`config.mk`:
```
export PLATFORM = sky130hd
export DESIGN_NAME = tfle_div
export DESIGN_NICKNAME = d
export VERILOG_FILES = /design/src/rtl/transfer_function_lut_entry_core_assert.svh /design/src/rtl/tfle_pkg.sv /design/src/rtl/tfle_div.sv
export SDC_FILE = /design/constraint.sdc
export NUM_CORES = 1
export LEC_CHECK = 0
export BUFFER_PORTS_ARGS = -buffer_cell sky130_fd_sc_hd__buf_2
export CAP_MARGIN = 40
export CORE_UTILIZATION = 45
export DETAILED_ROUTE_END_ITERATION = 12
export PLACE_DENSITY = 0.65
export SLEW_MARGIN = 20
export SYNTH_ARGS = -nofsm -noshare
export SYNTH_HDL_FRONTEND = slang
export SYNTH_SLANG_ARGS = --single-unit
```
`constraint.sdc`:
```
create_clock -name clock -period 4.5 [get_ports clock]
set_input_delay 0.675 -clock clock [delete_from_list [all_inputs] [get_ports clock]]
set_output_delay 0.675 -clock clock [all_outputs]
set_load 0.02 [all_outputs]
```
`src/rtl/transfer_function_lut_entry_core_assert.svh`:
```
// Assertion macros shared by the transfer function lookup RTL
`ifndef TRANSFER_FUNCTION_LUT_ENTRY_CORE_ASSERT_SVH
`define TRANSFER_FUNCTION_LUT_ENTRY_CORE_ASSERT_SVH

// same-cycle implication, sampled on clock, off during reset
`define TFLE_ASSERT_IMPL(label, ante, cons, msg) \
   label: assert property (@(posedge clock) disable iff (reset) (ante) |-> (cons)) \
      else $error(msg);

// next-cycle implication, sampled on clock, off during reset
`define TFLE_ASSERT_NEXT(label, ante, cons, msg) \
   label: assert property (@(posedge clock) disable iff (reset) (ante) |=> (cons)) \
      else $error(msg);

`endif

```
`src/rtl/tfle_pkg.sv`:
```
// Types, constants and codes of the transfer function lookup block
`default_nettype none

package tfle_pkg;

   localparam int MAX_KEYS       = 16;
   localparam int MAX_TABLE_SIZE = 1024;

   localparam int KEY_IDX_W = (MAX_KEYS > 1) ? $clog2(MAX_KEYS) : 1;

   localparam int POS_W      = 16;
   localparam int COLOR_W    = 32;
   localparam int CHAN_W     = 8;
   localparam int NUM_CHAN   = 4;
   localparam int SLOT_W     = 4;
   localparam int INDEX_W    = 10;
   localparam int THR_W      = 16;
   localparam int SIZE_W     = 11;
   localparam int KCOUNT_W   = 5;
   localparam int CSR_ADDR_W = 2;
   localparam int CSR_DATA_W = 16;

   localparam logic [THR_W-1:0]    LEFT_THR_RESET  = THR_W'(0);
   localparam logic [THR_W-1:0]    RIGHT_THR_RESET = THR_W'(65535);
   localparam logic [SIZE_W-1:0]   SIZE_RESET      = SIZE_W'(256);
   localparam logic [KCOUNT_W-1:0] KCOUNT_RESET    = KCOUNT_W'(0);

   localparam logic [SIZE_W-1:0]   SIZE_MIN  = SIZE_W'(2);
   localparam logic [SIZE_W-1:0]   SIZE_MAX  = SIZE_W'(MAX_TABLE_SIZE);
   localparam logic [KCOUNT_W-1:0] COUNT_MAX = KCOUNT_W'(MAX_KEYS);

   // cut = (thr * size + half) >> THR_W
   localparam int CUT_PROD_W = THR_W + SIZE_W;
   localparam int CUT_SUM_W  = CUT_PROD_W + 1;
   localparam int CUT_W      = CUT_SUM_W - THR_W;
   localparam logic [CUT_SUM_W-1:0] CUT_HALF = CUT_SUM_W'(1) << (THR_W - 1);

   // restoring divider, shared by position and channel divides
   localparam int DIV_NUM_W = INDEX_W + POS_W + 1;
   localparam int DIV_DEN_W = POS_W;
   localparam int DIV_REM_W = POS_W + 1;
   localparam int POS_Q_W   = POS_W + 1;
   localparam int CHAN_Q_W  = CHAN_W;
   localparam int DIV_CNT_W = $clog2(POS_Q_W + 1);
   localparam int PROD_W    = CHAN_W + POS_W;

   typedef enum logic [CSR_ADDR_W-1:0] {
      CSR_LEFT_THR   = 2'd0,
      CSR_RIGHT_THR  = 2'd1,
      CSR_TABLE_SIZE = 2'd2,
      CSR_KEY_COUNT  = 2'd3
   } csr_addr_type;

   typedef enum logic {
      REQ_WRITE_KEY = 1'b0,
      REQ_LOOKUP    = 1'b1
   } req_kind_type;

   typedef enum logic {
      STATUS_OK    = 1'b0,
      STATUS_RANGE = 1'b1
   } status_type;

   typedef enum logic {
      DIV_POS  = 1'b0,
      DIV_CHAN = 1'b1
   } div_mode_type;

   typedef enum logic [3:0] {
      ST_IDLE,
      ST_CUTS,
      ST_CHECK,
      ST_POS_WAIT,
      ST_WALK_START,
      ST_WALK,
      ST_MUL,
      ST_DIV_WAIT,
      ST_FINISH
   } state_type;

   typedef struct packed {
      logic [POS_W-1:0]   pos;
      logic [COLOR_W-1:0] left_color;
      logic [COLOR_W-1:0] right_color;
   } key_entry_type;

   typedef struct packed {
      logic                 start;
      div_mode_type         mode;
      logic [DIV_NUM_W-1:0] num;
      logic [DIV_DEN_W-1:0] den;
   } div_req_type;

   typedef struct packed {
      logic               done;
      logic [POS_Q_W-1:0] quo;
   } div_rsp_type;

endpackage

`default_nettype wire

```
`src/rtl/tfle_div.sv`:
```
// Restoring divider, one quotient bit per cycle, position or channel width
`default_nettype none

module tfle_div (
   input  wire                        clock,
   input  wire                        reset,
   input  var tfle_pkg::div_req_type  req,
   output tfle_pkg::div_rsp_type      rsp
);

   logic                               busy_ff, busy_in;
   logic                               done_ff, done_in;
   logic [tfle_pkg::DIV_CNT_W-1:0]     cnt_ff, cnt_in;
   logic [tfle_pkg::DIV_REM_W-1:0]     rem_ff, rem_in;
   logic [tfle_pkg::DIV_NUM_W-1:0]     sh_ff, sh_in;
   logic [tfle_pkg::POS_Q_W-1:0]       q_ff, q_in;
   logic [tfle_pkg::DIV_DEN_W-1:0]     den_ff, den_in;
   logic [tfle_pkg::DIV_REM_W:0]       trial;
   logic [tfle_pkg::DIV_REM_W:0]       diff;
   logic                               fits;
   logic [tfle_pkg::DIV_NUM_W-1:0]     hi_pos, hi_chan;

   assign trial   = {rem_ff, sh_ff[tfle_pkg::DIV_NUM_W-1]};
   assign diff    = trial - {2'b00, den_ff};
   assign fits    = trial >= {2'b00, den_ff};
   // top bits that stay below the divisor, so only the low quotient bits need steps
   assign hi_pos  = req.num >> tfle_pkg::POS_Q_W;
   assign hi_chan = req.num >> tfle_pkg::CHAN_Q_W;

   always_comb begin
      busy_in = busy_ff;
      done_in = 1'b0;
      cnt_in  = cnt_ff;
      rem_in  = rem_ff;
      sh_in   = sh_ff;
      q_in    = q_ff;
      den_in  = den_ff;
      if (req.start) begin
         busy_in = 1'b1;
         q_in    = '0;
         den_in  = req.den;
         if (req.mode == tfle_pkg::DIV_POS) begin
            cnt_in = tfle_pkg::DIV_CNT_W'(tfle_pkg::POS_Q_W);
            rem_in = hi_pos[tfle_pkg::DIV_REM_W-1:0];
            sh_in  = req.num << (tfle_pkg::DIV_NUM_W - tfle_pkg::POS_Q_W);
         end else begin
            cnt_in = tfle_pkg::DIV_CNT_W'(tfle_pkg::CHAN_Q_W);
            rem_in = hi_chan[tfle_pkg::DIV_REM_W-1:0];
            sh_in  = req.num << (tfle_pkg::DIV_NUM_W - tfle_pkg::CHAN_Q_W);
         end
      end else if (busy_ff) begin
         rem_in = fits ? diff[tfle_pkg::DIV_REM_W-1:0] : trial[tfle_pkg::DIV_REM_W-1:0];
         sh_in  = sh_ff << 1;
         q_in   = {q_ff[tfle_pkg::POS_Q_W-2:0], fits};
         cnt_in = cnt_ff - 1'b1;
         if (cnt_ff == tfle_pkg::DIV_CNT_W'(1)) begin
            busy_in = 1'b0;
            done_in = 1'b1;
         end
      end
   end

   always_ff @(posedge clock) begin
      if (reset) begin
         busy_ff <= 1'b0;
         done_ff <= 1'b0;
         cnt_ff  <= '0;
      end else begin
         busy_ff <= busy_in;
         done_ff <= done_in;
         cnt_ff  <= cnt_in;
      end
   end

   always_ff @(posedge clock) begin
      rem_ff <= rem_in;
      sh_ff  <= sh_in;
      q_ff   <= q_in;
      den_ff <= den_in;
   end

   assign rsp.done = done_ff;
   assign rsp.quo  = q_ff;

endmodule

`default_nettype wire

```
==> flow_summary_export.csv <==
group,metric,value,unit
status,status,"finished, final reports clean",
flow_run,max-cap-violations,0,
hold_path,min_from,"req[13]",
clock_network,clock_latency_of_the_later_clocked_register_in_the_worst_skew_pair,0.35,ns
die,core.rowCount,34,
die,fp.coreArea,8720,um^2
logic_synthesis,post-synth-top-area-fraction,0.371,
worst_setup_path,crit_chain,"inv_1 -> ha_1 -> inv_1 -> fa_1 -> a21oi_2 -> a211oi_1 -> o31ai_2 -> nand3_4 -> mux2_2 -> nor2_1 -> a21oi_1",
drt,wl_per_cell,15.6,um
logic_synthesis,cell_area_after_technology_mapping,4040,um^2
die,start_util,0.464,
clock_network,cts_num_sinks,74,
placed_design,numPortBuffers,64,
placed_design,gp_weighted_congestion,0.872,
clock_network,cts_setup_buffers,0,
die,height_of_the_die,96.8,um
drt,routed-via-count,3001,
global_routing,globalRouteOverflowTotal,0,
clock_network,root_buffer,"clkbuf_8",
logic_synthesis,synthesis.yosys.warnings,0,
global_routing,total_global_routing_track_utilization,0.188,
pwr,leakagePower,2.06,nW
pwr,combinationalPowerShare,0.350,
logic_synthesis,yosysMostFrequentCell,"edfxtp_1",
logic_synthesis,netlist_instances,391,
clock_network,tritoncts,"done",
layout,drive_gt1_frac,0.215,
die,die-width,96.8,um
drt,dr.first_iter.drc_count,167,
worst_setup_path,worstPathMaxFanout,26,
timing,report.final.setup_viol,0,
timing,final-max-slew-violation-count,0,
layout,final_net_count,516,
global_routing,grt_max_degree,55,
placed_design,dp.cells,546,
clock_network,worst_setup_hold_path_clk_slew,0.09,ns
worst_setup_path,critical_path.top_delay_family,"compound AO/OA/AOI/OAI gates",
global_routing,antenna_found_initial,0,
pwr,share_of_total_power_consumed_by_net_switching,0.350,
pwr,worst_ir_drop_vdd,0.192,mV
drt,met3WireLength,450,um
pwr,share_clk_of_total_power,0.248,
worst_setup_path,critPathArrivalTime,2.89,ns
hold_path,min_path_type,"in2reg",
worst_setup_path,critical-path-slowest-cell,"fa_1",
pwr,sw_power,0.774,mW
timing,finalWorstPathRequiredPeriod,2.82,ns
logic_synthesis,synth_nets,457,
logic_synthesis,synth_area_leaders,"edfxtp_1 (37%), dfxtp_1 (12%), mux2i_1 (10%)",
worst_setup_path,path_buf_inv,2,
worst_setup_path,r2r-end,"rem_ff[4]",
pwr,power.density_cell_area,476,nW/um^2
timing,timing.slew.headroom,0.499,
timing,timing_worst_slew_pin_value,0.750,ns
drt,finalWirelength,8770,um
logic_synthesis,async_reset_ff_frac,0,
worst_setup_path,longest_individual_stage_delay_on_the_worst_path,0.43,ns
timing,final.setup_skew,0.0125,ns
timing,layout_worst_path_cycle_share,0.628,
clock_network,cts_inserted_buffers,9,
layout,layoutNonFillerInstCount,563,
timing,finalHoldViolCount,0,
worst_setup_path,critical_path_class,"reg2reg",
drt,routed_via_density,5.33,
layout,n_antenna_cell,0,
worst_setup_path,critical_path.most_common_cell,"inv_1",
placed_design,detailed_placer_s_ending_hpwl,6220,um
clock_network,ctsResizeCount,0,
worst_setup_path,worstPathRequired,4.57,ns
timing,rsz0062_at_grt,"no",
hold_path,min_delay_worst_endpoint,"den_ff[13]",
global_routing,grt_pass1_wl,14100,um
drt,wl_met1,4230,um
logic_synthesis,netlist-cell-type-count,47,
logic_synthesis,ys_top_cells_by_count,"edfxtp_1 (50), nor2_1 (45), mux2i_1 (41), a21oi_1 (36), inv_1 (29)",
pwr,p_int,1.44,mW
drt,routed-wl-met2,3990,um
timing,fin_tns_setup,0,ns
timing,max_frequency,354,MHz
worst_setup_path,worst-r2r-cell-count,11,
clock_network,cts_htree_levels,3,
logic_synthesis,ys_seq_area_frac,0.490,
global_routing,first_global_vias,2879,
worst_setup_path,worst_setup_path_start_kind,"flip-flop",
pwr,pwr-share-seq,0.402,
layout,areaGrowthSynthToFinish,15.1,%
logic_synthesis,netlist.top_cell.by_area,"edfxtp_1",
drt,antenna_left,0,
clock_network,cts_hold_buf,0,
worst_setup_path,worst_setup_path_end_kind,"flip-flop",
drt,route.top_layer_used,"met4",
drt,drcViolationCount,0,
clock_network,clock_tree.buffer_depth,2,
hold_path,hold-path-cell-count,1,
drt,detailedRoute.firstPassIterationCount,4,
logic_synthesis,synth-main-ff-cell,"edfxtp_1",
timing,final.hold.worst_slack,0.496,ns
die,die-area,9370,um^2
logic_synthesis,count_of_flip_flops_with_a_built_in_enable_after_synthesis,50,
die,design.portCount,65,
logic_synthesis,postSynthAreaPerCell,10.3,um^2
worst_setup_path,setup_slack_of_the_worst_register_to_register_path,1.68,ns
worst_setup_path,regToRegStartpoint,"sh_ff[26]",
logic_synthesis,synth-seq-cells,74,
==> how the worst max path moves through the flow <==
| stage | start | endpoint | cells past startpoint |
|---|---|---|---|
| floorplan | sh_ff[26] | rem_ff[9] | 12 |
| global placement | sh_ff[26] | rem_ff[1] | 11 |
| detailed placement | sh_ff[26] | rem_ff[1] | 11 |
| CTS | sh_ff[26] | rem_ff[1] | 11 |
| global route | sh_ff[26] | rem_ff[6] | 11 |
| finish | sh_ff[26] | rem_ff[4] | 11 |
==> registers in the layout, indices dropped and copies added, names as in the netlist <==
signal,cells
done_ff,1
q_ff,17
busy_ff,1
cnt_ff,5
rem_ff,17
sh_ff,17
den_ff,16
==> worst register-to-register path, cell delays in order, from the launching register on <==
cell      delay, ns
edfxtp_1       0.38
inv_1          0.07
ha_1           0.15
inv_1          0.05
fa_1           0.43
a21oi_2        0.21
a211oi_1       0.10
o31ai_2        0.29
nand3_4        0.34
mux2_2         0.38
nor2_1         0.10
a21oi_1        0.06
==> stage by stage <==
stage	util	total power, mW	instance area (um^2)	setup slack (ns)
finish	0.534	2.22	4650	1.68
detailed placement	0.507	1.66	4420	1.70
global route	0.534	2.34	4650	1.43
CTS	0.531	2.21	4630	1.68
floorplan	-	1.49	4040	2.08
global placement	0.507	1.64	4420	1.75
==> per-layer routing <==
metal / vias to the layer above / global-route usage
met2: 80 / 0.290
met4: 0 / 0.0471
li1: 1500 / -
met3: 11 / 0.0419
met5: - / 0
met1: 1410 / 0.268
==> kinds of logic (layout without fill, tap and decap cells) <==
logic type / Yosys count / in the layout / synth area share
fa+ha+maj: 19 / 19 / 0.0607
simple gates: 104 / 104 / 0.124
compound gates: 84 / 84 / 0.126
buf+inv: 48 / 112 / 0.0495
xor+xnor: 17 / 17 / 0.0368
mux: 45 / 45 / 0.113
flops: 74 / 74 / 0.490
==> power groups by stage <==
stage | clock network [mW] | registers, mW | logic (mW)
global placement | 0 | 0.904 | 0.740
finish | 0.550 | 0.891 | 0.775
floorplan | 0 | 0.885 | 0.602
detailed placement | 0 | 0.905 | 0.755
global route | 0.580 | 0.900 | 0.856
CTS | 0.557 | 0.890 | 0.766
==> layout make-up <==
class / count / area [um^2]
multi-input cells: 269 / 1860
clock inverters: 5 / 38.8
flip-flops and latches: 74 / 1980
well taps: 108 / 135
repair buffers: 67 / 355
inverters: 29 / 109
clock buffers: 11 / 174
fillers: 777 / 4070
==> cell usage in the layout (no fill, tap or decap), types with 3 or more instances in the layout <==
| cell type | count |
|---|---|
| clkbuf_8 | 9 |
| o21ai_1 | 4 |
| mux2_2 | 4 |
| nor3b_2 | 3 |
| buf_2 | 64 |
| ha_1 | 18 |
| inv_1 | 29 |
| a21oi_1 | 36 |
| o211ai_1 | 3 |
| nand3_1 | 4 |
| nor2_1 | 45 |
| dfxtp_1 | 24 |
| xnor2_1 | 7 |
| nand2_1 | 27 |
| a31oi_1 | 3 |
| a21o_1 | 7 |
| nor3_1 | 6 |
| xor2_1 | 10 |
| edfxtp_1 | 50 |
| o21a_1 | 4 |
| o21ai_0 | 18 |
| mux2i_1 | 41 |
| nand2b_1 | 5 |
Power figures use the tool's default switching activity.
