[config.mk]
export PLATFORM = sky130hd
export DESIGN_NAME = tfle_ram
export DESIGN_NICKNAME = d
export VERILOG_FILES = /design/src/rtl/transfer_function_lut_entry_core_assert.svh /design/src/rtl/tfle_ram.sv
export SDC_FILE = /design/constraint.sdc
export NUM_CORES = 1
export LEC_CHECK = 0
export BUFFER_PORTS_ARGS = -buffer_cell sky130_fd_sc_hd__buf_2
export CAP_MARGIN = 30
export CORE_MARGIN = 8
export CORE_UTILIZATION = 60
export DETAILED_ROUTE_END_ITERATION = 6
export GPL_ROUTABILITY_DRIVEN = 0
export HOLD_SLACK_MARGIN = 0.03
export PLACE_DENSITY = 0.84
export SYNTH_ARGS = -nofsm -noshare
export SYNTH_HDL_FRONTEND = slang
export SYNTH_SLANG_ARGS = --single-unit
[constraint.sdc]
create_clock -name clock -period 2 [get_ports clock]
set_clock_uncertainty 0.15 [all_clocks]
set_input_delay 0.1 -clock clock [delete_from_list [all_inputs] [get_ports clock]]
set_output_delay 0.1 -clock clock [all_outputs]
set_load 0.05 [all_outputs]
[src/rtl/transfer_function_lut_entry_core_assert.svh]
// Assertion macros shared by the transfer function lookup RTL
`ifndef TRANSFER_FUNCTION_LUT_ENTRY_CORE_ASSERT_SVH
`define TRANSFER_FUNCTION_LUT_ENTRY_CORE_ASSERT_SVH

// same-cycle implication, sampled on clock, off during reset
`define TFLE_ASSERT_IMPL(label, ante, cons, msg) \
   label: assert property (@(posedge clock) disable iff (reset) (ante) |-> (cons)) \
      else $error(msg);

// next-cycle implication, sampled on clock, off during reset
`define TFLE_ASSERT_NEXT(label, ante, cons, msg) \
   label: assert property (@(posedge clock) disable iff (reset) (ante) |=> (cons)) \
      else $error(msg);

`endif

[src/rtl/tfle_ram.sv]
// Generic single write port RAM with registered read
`default_nettype none

module tfle_ram #(
   parameter int WIDTH = 8,
   parameter int DEPTH = 16,
   localparam int ADDR_W = (DEPTH > 1) ? $clog2(DEPTH) : 1
) (
   input  wire              clock,
   input  wire              we,
   input  wire [ADDR_W-1:0] waddr,
   input  wire [WIDTH-1:0]  wdata,
   input  wire [ADDR_W-1:0] raddr,
   output logic [WIDTH-1:0] rdata
);

   logic [WIDTH-1:0] mem_ff [DEPTH];
   logic [WIDTH-1:0] rdata_ff;

   always_ff @(posedge clock) begin
      if (we) begin
         mem_ff[waddr] <= wdata;
      end
      rdata_ff <= mem_ff[raddr];
   end

   assign rdata = rdata_ff;

endmodule

`default_nettype wire

==> flow_summary.yaml, run 1 <==
outcome:
  outcome: "finished clean"
power_and_ir_drop:
  cellPowerDensity_mw_per_mm2: 1070
  p_leak_nw: 2.14
  ir_drop_mv: 0.746
route:
  first_pass_iters: 4
  met1_length_um: 3960
  drc: 0
  drtAntennaViolNets: 0
  wl_um: 10400
  vias: 2596
  top_layer_used: "met4"
  wl_met2_um: 5480
  via_per_inst: 6.29
  wire_per_inst_um: 25.2
  routed-wl-met3_um: 855
  drt_iter0_drc: 272
sta:
  setup_violations: 0
  tns_ns: 0
  hold_ws_ns: 0.0693
  post-route-period-util_pct: 82.1
  hold_viol: 0
  fmax_mhz: 609
  period_needed_ns: 1.64
  maxSlewViolCount: 0
  tightest_slew_ns: 0.681
  slew_headroom_pct: 54.4
  rsz0062_at_grt: "false"
setup_path:
  path_cells: "dlygate4sd3_1 > buf_2 > nor3_1 > dlygate4sd3_1 > buf_4"
  end_kind: "flop"
  worstPathRequired_ns: 2.07
  startpoint_type: "input port"
  cpLargestDelayFamily: "buffers and inverters"
  crit_top_cell: "dlygate4sd3_1"
  cpPeakStageDelay_ns: 0.57
  crit_fanout: 8
  slowest_stage: "dlygate4sd3_1"
  setup.worst_path.class: "input port to flop"
  crit_buf_inv: 4
  cp.arrival_ns: 1.71
die:
  start_util_pct: 62.3
  die_y_um: 109
  row_count: 33
  coreArea_mm2: 0.00826
  die_area_mm2: 0.0118
  die_w_um: 109
  ioPinCount: 26
finish:
  nets: 313
  design_area_mm2: 0.00621
  layout-area-overhead-vs-synth_pct: 20.6
  final_common_cell: "edfxtp_1"
  antenna_cells: 0
  final_layout_size_suffix_gt1_share_pct: 30.5
  final_cell_mix: "128 x edfxtp_1, 25 x buf_2, 18 x mux4_2"
  final_core_util_pct: 75.2
place:
  post_dp_cell_area_mm2: 0.00549
  place_hpwl_um: 6000
  io_buffer_count: 25
clock_network:
  clock_latency_ns: 0.52
  clock-root-buffer: "clkbuf_8"
  cts_made_buffers: 17
  htree_levels: 4
  clk_path_buf_depth: 2
  cts_tree: "built"
  path_clk_slew_ns: 0.06
  clock-sinks: 136
logic_synthesis:
  synthesis.nets: 247
  ys_types: 19
  syn_area_mm2: 0.00515
  syn_inst: 229
  avgSynthCellArea_um2: 22.5
  ys_ff_latch: 136
  synth_warnings: 0
  yosysSeqAreaShare_pct: 77.8
grt:
  grt_pass1_wl_um: 15700
  grt_pass1_vias: 2728
  grt_usage_pct: 19.0
  grt_max_degree: 33
  overflow: 0
  antenna_found_initial: 0
run:
  drv_cap: 0
hold_path:
  holdCritPathClass: "input port to flop"
## worst register-to-register path, stage by stage, from the launching register on
cell and delay (ns):
edfxtp_1 0.39, mux4_1 0.54, a22oi_1 0.26, nand2_1 0.12
## timing repair
action / 4_1_cts / 5_1_grt
resized for setup: 0 / 0
hold buffers: 13 / 0
setup buffers: 0 / 0
hold endpoints to repair: 168 / 0
## final timing paths
check                             startpoint       endpoint  slack, ns  cells past startpoint
worst max-delay path                waddr[1]   mem_ff[8][2]       0.36                      5
worst min-delay path                waddr[2]  mem_ff[15][5]       0.07                      4
worst max register to register  mem_ff[2][5]       rdata[5]       0.41                      3
worst min register to register  mem_ff[7][1]       rdata[1]       0.51                      3
## cell families after synthesis
logic type | after synthesis | synth area share [%]
compound gates | 16 | 2.33
buf+inv | 10 | 1.68
flops | 136 | 77.8
mux | 32 | 15.0
simple gates | 35 | 3.18
## area by class of cell
class | instances | area (um^2)
clock buffer | 18 | 418
clock inverter | 14 | 175
fill | 446 | 2050
multi-input combinational | 83 | 1060
sequential | 136 | 4000
tap | 105 | 131
timing repair buffer | 57 | 423
## power by group
group | switching [mW] | leakage (nW) | internal [mW] | total, mW
registers | 0.0221 | 1.22 | 3.19 | 3.21
logic | 0.231 | 0.637 | 0.144 | 0.376
clock network | 1.17 | 0.281 | 1.90 | 3.08
total | 1.43 | 2.14 | 5.24 | 6.66
## sequential cells by signal, indices dropped and copies added (netlist names)
name,flops
rdata,8
mem_ff,128
## metal layers
layer | up-vias | GRT usage (%)
li1 | 1107 | -
met1 | 1337 | 24.2
met2 | 141 | 30.2
met3 | 11 | 5.37
met4 | 0 | 8.31
met5 | - | 0
## per-stage QoR
stage / power (mW) / worst slack (ns) / std cells
5_1_grt: 6.84 / 0.328 / 413
4_1_cts: 6.71 / 0.391 / 413
2_1_floorplan: 3.49 / 0.257 / 229
3_3_place_gp: 3.61 / 0.362 / 368
6_report: 6.66 / 0.357 / 413
3_5_place_dp: 3.62 / 0.338 / 368
## Yosys cell counts (all sizes together)
master | instances | area share [%]
buf | 7 | 1.1
nand3 | 1 | 0.097
nand2b | 2 | 0.24
nor2 | 13 | 0.95
nand2 | 9 | 0.66
a22oi | 16 | 2.3
mux4 | 32 | 15
dfxtp | 8 | 3.1
edfxtp | 128 | 75
nand3b | 2 | 0.29
nor3 | 4 | 0.39
and2 | 1 | 0.12
clkdlybuf4s25 | 3 | 0.58
and2b | 1 | 0.15
nor2b | 1 | 0.12
or3b | 1 | 0.17
No activity file was read; power rests on OpenSTA's default activity.
==> run 2, diff against run 1 <==
--- a/config.mk
+++ b/config.mk
@@ -5,14 +5,15 @@
 export SDC_FILE = /design/constraint.sdc
 export NUM_CORES = 1
 export LEC_CHECK = 0
+export ABC_AREA = 1
 export BUFFER_PORTS_ARGS = -buffer_cell sky130_fd_sc_hd__buf_2
 export CAP_MARGIN = 30
 export CORE_MARGIN = 8
-export CORE_UTILIZATION = 60
+export CORE_UTILIZATION = 55
 export DETAILED_ROUTE_END_ITERATION = 6
 export GPL_ROUTABILITY_DRIVEN = 0
 export HOLD_SLACK_MARGIN = 0.03
-export PLACE_DENSITY = 0.84
+export PLACE_DENSITY = 0.81
 export SYNTH_ARGS = -nofsm -noshare
 export SYNTH_HDL_FRONTEND = slang
 export SYNTH_SLANG_ARGS = --single-unit
==> constraint.sdc (replaced) <==
create_clock -name clock -period 1.4 [get_ports clock]
set_clock_uncertainty 0.15 [all_clocks]
set_input_delay 0.07 -clock clock [delete_from_list [all_inputs] [get_ports clock]]
set_output_delay 0.07 -clock clock [all_outputs]
set_load 0.05 [all_outputs]
==> run 2 against run 1 <==
Sequential power increased by 43%. Non-clock buffer count up 11. Setup slack worse by 0.30 ns. Count of clock-buffer cells in the layout unchanged.
==> flow_summary.yaml, run 2 <==
outcome:
  outcome: "finished clean"
clock_network:
  clk_path_buf_depth: 2
  cts_made_buffers: 17
  htree_levels: 4
  cts_setup_buffers: 0
  cts_tree: "built"
  clock_latency_ns: 0.51
  clock-sinks: 136
  path_clk_slew_ns: 0.06
  clock-root-buffer: "clkbuf_8"
logic_synthesis:
  synthTopCellsByArea: "edfxtp_1 67%, nand2_1 11%, nand3_1 8.4%"
  synth_edf_count: 128
  ys_types: 12
  ys.flop_type: "edfxtp_1"
  ys_ff_latch: 136
  avgSynthCellArea_um2: 10.5
  yosysTopAreaCellShare_pct: 66.7
  synthTopCellsByCount: "173 x nand2_1, 128 x edfxtp_1, 100 x inv_1"
  syn_inst: 551
  synth_most_common_cell: "nand2_1"
  async_reset_ff_share_pct: 0
  yosysSeqAreaShare_pct: 69.4
  syn_area_mm2: 0.00577
  synth_warnings: 0
  synthesis.nets: 569
  yosysTopAreaCell: "edfxtp_1"
hold_path:
  holdCritPathClass: "input port to flop"
setup_path:
  rrSetupSlack_ns: 0.18
  end_kind: "output pin"
  slowest_stage: "dfxtp_1"
  setup.worst_path.class: "flop to output pin"
  cpLargestDelayFamily: "flip-flops"
  crit_fanout: 1
  cp.arrival_ns: 1.12
  worstPathRequired_ns: 1.18
  path_cells: "buf_2"
  startpoint_type: "flop"
  cpPeakStageDelay_ns: 0.34
  crit_buf_inv: 1
finish:
  nets: 632
  final_cell_mix: "173 x nand2_1, 128 x edfxtp_1, 100 x inv_1"
  final_layout_size_suffix_gt1_share_pct: 13.2
  regMostFlops: "mem_ff"
  n_fill_cell: 725
  final_common_cell: "nand2_1"
  ff_latch_area_mm2: 0.00400
  layout-area-overhead-vs-synth_pct: 18.9
  final_core_util_pct: 67.0
  antenna_cells: 0
  largest_reg_flops: 128
  multi_input_area_mm2: 0.00121
place:
  place_hpwl_um: 8440
  io_buffer_count: 25
route:
  via_per_inst: 5.40
  wire_per_inst_um: 17.9
  drt_iter0_drc: 504
  drc: 0
  wl_um: 13700
  drtAntennaViolNets: 0
  first_pass_iters: 5
  vias: 4123
grt:
  grt_pass1_vias: 4154
  antenna_found_initial: 0
  grt_pass1_wl_um: 21900
  grt_usage_pct: 20.2
  grt_max_degree: 33
  overflow: 0
sta:
  setup_violations: 0
  rsz0062_at_grt: "false"
  period_needed_ns: 1.34
  tns_ns: 0
  maxSlewViolCount: 0
  tightest_slew_ns: 0.406
  slew_headroom_pct: 72.9
  hold_viol: 0
  post-route-period-util_pct: 95.7
  fmax_mhz: 746
die:
  die_y_um: 118
  die_w_um: 118
  ioPinCount: 26
  start_util_pct: 56.4
  row_count: 37
  die_area_mm2: 0.0140
  coreArea_mm2: 0.0102
run:
  drv_cap: 0
power_and_ir_drop:
  ir_drop_mv: 0.872
  cellPowerDensity_mw_per_mm2: 1400
  p_leak_nw: 3.00
==> run 2: path summary, 6_finish.rpt <==
check / start / depth (start not counted) / end
setup / recovery: rdata[5] / 1 / rdata[5]
hold / removal: raddr[0] / 6 / rdata[6]
setup reg to reg: mem_ff[7][6] / 6 / rdata[6]
hold reg to reg: mem_ff[10][6] / 6 / rdata[6]
==> run 2: logic make-up (layout without fill, tap and decap cells) <==
logic type	count (synthesis)	in the layout	share of synthesized area, %
buffers and inverters	126	202	9.52
flip-flops	136	136	69.4
AND/OR/NAND/NOR	289	289	21.0
==> run 2: where the power goes <==
part | switching, mW | internal (mW) | leakage (nW)
clock network | 1.62 | 2.69 | 0.273
logic | 0.494 | 0.205 | 1.51
registers | 0.0297 | 4.55 | 1.22
==> run 2: worst min-delay path, stage by stage <==
cell and delay, ns:
buf_2 0.17, nand2_1 0.08, nand3_1 0.08, nand3_1 0.08
nand3_1 0.14, nand2_1 0.10
==> run 2: through the flow <==
| step | hold slack [ns] | setup WS [ns] | cell area [um^2] | power [mW] | cells |
|---|---|---|---|---|---|
| after floorplan | 0.0189 | 0.229 | 5770 | 5.07 | 551 |
| after global placement | 0.286 | 0.0898 | 6130 | 5.29 | 716 |
| after detailed placement | 0.297 | 0.0473 | 6130 | 5.32 | 716 |
| after CTS | 0.0356 | 0.0351 | 6860 | 9.63 | 763 |
| after global routing | 0.0821 | 0.0288 | 6860 | 9.87 | 763 |
| final | 0.0887 | 0.0601 | 6860 | 9.59 | 763 |
==> run 2: layer usage <==
layer / vias up / global-route usage [%] / part of all wire [%]
met5: - / 0 / 0
met4: 0 / 11.5 / 3.9
met3: 45 / 4.76 / 8.6
met2: 250 / 32.8 / 50
met1: 1929 / 24.6 / 38
li1: 1899 / - / -
==> run 2: what timing repair did <==
| item | in CTS | in global routing |
|---|---|---|
| hold endpoints to repair | 152 | 0 |
| endpoints found under the setup margin | 0 | 0 |
| hold buffers | 15 | 0 |
| gates resized for setup | 0 | 0 |
==> run 2: layout make-up <==
class / instances / area share, %
Sequential cell: 136 / 58.4
Clock buffer: 18 / 6.10
Timing Repair Buffer: 68 / 7.45
Inverter: 102 / 5.58
Clock inverter: 14 / 2.28
Multi-Input combinational cell: 289 / 17.7
Tap cell: 136 / 2.48
==> run 3, diff against run 2 <==
--- a/config.mk
+++ b/config.mk
@@ -5,15 +5,14 @@
 export SDC_FILE = /design/constraint.sdc
 export NUM_CORES = 1
 export LEC_CHECK = 0
-export ABC_AREA = 1
 export BUFFER_PORTS_ARGS = -buffer_cell sky130_fd_sc_hd__buf_2
 export CAP_MARGIN = 30
 export CORE_MARGIN = 8
-export CORE_UTILIZATION = 55
+export CORE_UTILIZATION = 54
 export DETAILED_ROUTE_END_ITERATION = 6
 export GPL_ROUTABILITY_DRIVEN = 0
 export HOLD_SLACK_MARGIN = 0.03
-export PLACE_DENSITY = 0.81
+export PLACE_DENSITY = 0.8
 export SYNTH_ARGS = -nofsm -noshare
 export SYNTH_HDL_FRONTEND = slang
 export SYNTH_SLANG_ARGS = --single-unit
==> run 3 against run 2 <==
Combinational power fell by 13%. Largest power group unchanged. Cell count fell by 41%. The flow now finishes with violations (hold timing, setup timing). Flip-flop and latch count did not move.
==> flow_summary.yaml, run 3 (synthesis gave the netlist of run 1 again) <==
outcome:
  outcome: "complete, but fails checks"
  violations: "hold timing, setup timing"
route:
  wire_per_inst_um: 22.4
  drt_iter0_drc: 252
  via_per_inst: 5.72
  first_pass_iters: 4
  drtAntennaViolNets: 0
  wl_um: 10100
  drc: 0
  vias: 2585
clock_network:
  clock_latency_ns: 0.52
  clock-sinks: 136
  htree_levels: 4
  cts_setup_buffers: 0
  clk_path_buf_depth: 2
  clock-root-buffer: "clkbuf_8"
  cts_tree: "built"
  cts_made_buffers: 17
  path_clk_slew_ns: 0.06
hold_path:
  holdCritPathClass: "input port to flop"
  min_to: "rdata[5]"
  min_from: "raddr[2]"
  min_path_cells: 4
die:
  coreArea_mm2: 0.00924
  row_count: 35
  ioPinCount: 26
  die_area_mm2: 0.0129
  die_y_um: 114
  die_w_um: 114
  start_util_pct: 55.7
place:
  place_hpwl_um: 6300
  io_buffer_count: 25
  dp_cells: 408
setup_path:
  rrSetupSlack_ns: -0.07
  startpoint_type: "flop"
  setup.worst_path.class: "flop to flop"
  crit_buf_inv: 0
  end_kind: "flop"
  crit_fanout: 1
  r2r_cells: 3
  worstPathRequired_ns: 1.66
  cp.arrival_ns: 1.73
  cpPeakStageDelay_ns: 0.52
  cpLargestDelayFamily: "multiplexers"
  r2r-start: "mem_ff[10][7]"
  r2r_end: "rdata[7]"
  path_cells: "mux4_2 > a22oi_2 > nand2_1"
  slowest_stage: "mux4_2"
grt:
  grt_pass1_vias: 2759
  overflow: 0
  grt_pass1_wl_um: 15600
  antenna_found_initial: 0
  grt_usage_pct: 17.0
  grt_max_degree: 21
finish:
  antenna_cells: 0
  final_common_cell: "edfxtp_1"
  nets: 328
  final_cell_mix: "128 x edfxtp_1, 29 x mux4_2, 29 x buf_4"
  regMostFlops: "mem_ff"
  layout-area-overhead-vs-synth_pct: 24.7
  largest_reg_flops: 128
  n_fill_cell: 575
  final_layout_size_suffix_gt1_share_pct: 41.5
  fin_cells: 452
sta:
  hold_viol: 1
  tightest_slew_ns: 0.884
  maxSlewViolCount: 0
  rsz0062_at_grt: "true"
  fmax_mhz: 681
  period_needed_ns: 1.47
  slew_headroom_pct: 40.9
  setup_violations: 3
  setup_ws_ns: -0.0685
  post-route-period-util_pct: 105
  hold_ws_ns: -0.00189
run:
  drv_cap: 0
power_and_ir_drop:
  p_leak_nw: 2.20
  fin_total_pwr_mw: 9.51
  ir_drop_mv: 0.939
  cellPowerDensity_mw_per_mm2: 1480
-- run 3: cell types whose count changed in the layout (fill, tap and decap cells not counted), moves of 3 or more --
| cell | previous run | this run |
|---|---|---|
| nand2_1 | 173 | 9 |
| inv_1 | 100 | 0 |
| nand3_1 | 97 | 1 |
| mux4_2 | 0 | 29 |
| a22oi_2 | 0 | 11 |
| nor2_1 | 17 | 11 |
| a22oi_1 | 0 | 5 |
| buf_12 | 2 | 6 |
| buf_4 | 26 | 29 |
| dlygate4sd3_1 | 15 | 12 |
| mux4_1 | 0 | 3 |
| nor3_2 | 0 | 3 |
-- run 3: repair_timing --
action,in CTS,in global routing
cloned,0,0
resized for setup,10,14
hold buffers,12,0
setup endpoints to repair,8,16
pin swaps,6,5
endpoints found under the hold margin,188,0
-- run 3: power breakdown --
part	switching, mW	internal (mW)	leakage (nW)
Clock	1.53	2.78	0.286
Combinational	0.357	0.253	0.694
Sequential	0.0266	4.55	1.22
-- run 3: routing by layer --
metal | track usage [%] | vias up | routed length [um]
met5 | 0 | - | 0
met3 | 5.07 | 20 | 663
met1 | 19.5 | 1329 | 4030
li1 | - | 1125 | -
met4 | 9.33 | 0 | 204
met2 | 28.2 | 111 | 5250
-- run 3: area by class of cell --
cell class,count,area (um^2),area share [%]
Clock buffer,22,453,7.06
Timing Repair Buffer,72,583,9.08
Sequential cell,136,4000,62.4
Multi-Input combinational cell,83,1090,17.0
Tap cell,129,161,2.51
Clock inverter,10,126,1.97
-- run 3: worst register-to-register path, cell delays in order, from the launching register on --
cell      delay (ns)
edfxtp_1        0.40
mux4_2          0.52
a22oi_2         0.22
nand2_1         0.07
-- run 3: how the worst max path moves through the flow --
stage	cells after the start	endpoint	slack, ns	from
after global routing	3	rdata[7]	-0.09	mem_ff[10][7]
final	3	rdata[7]	-0.07	mem_ff[10][7]
after detailed placement	6	rdata[1]	-0.25	raddr[0]
after floorplan	2	mem_ff[3][0]	-0.09	waddr[2]
after global placement	6	rdata[1]	-0.26	raddr[0]
after CTS	3	rdata[4]	-0.07	mem_ff[2][4]
-- run 3: stage by stage --
step	TNS, ns	hold WS [ns]	util (%)	setup slack, ns	cell area, um^2
after floorplan	-2.62	0.0189	-	-0.0861	5160
after global placement	-2.91	0.288	61.7	-0.259	5700
after CTS	-0.224	-0.0103	69.3	-0.0663	6410
final	-0.143	-0.00189	69.5	-0.0685	6420
after detailed placement	-3.92	0.316	61.7	-0.252	5700
after global routing	-0.424	0.0326	69.5	-0.0943	6420
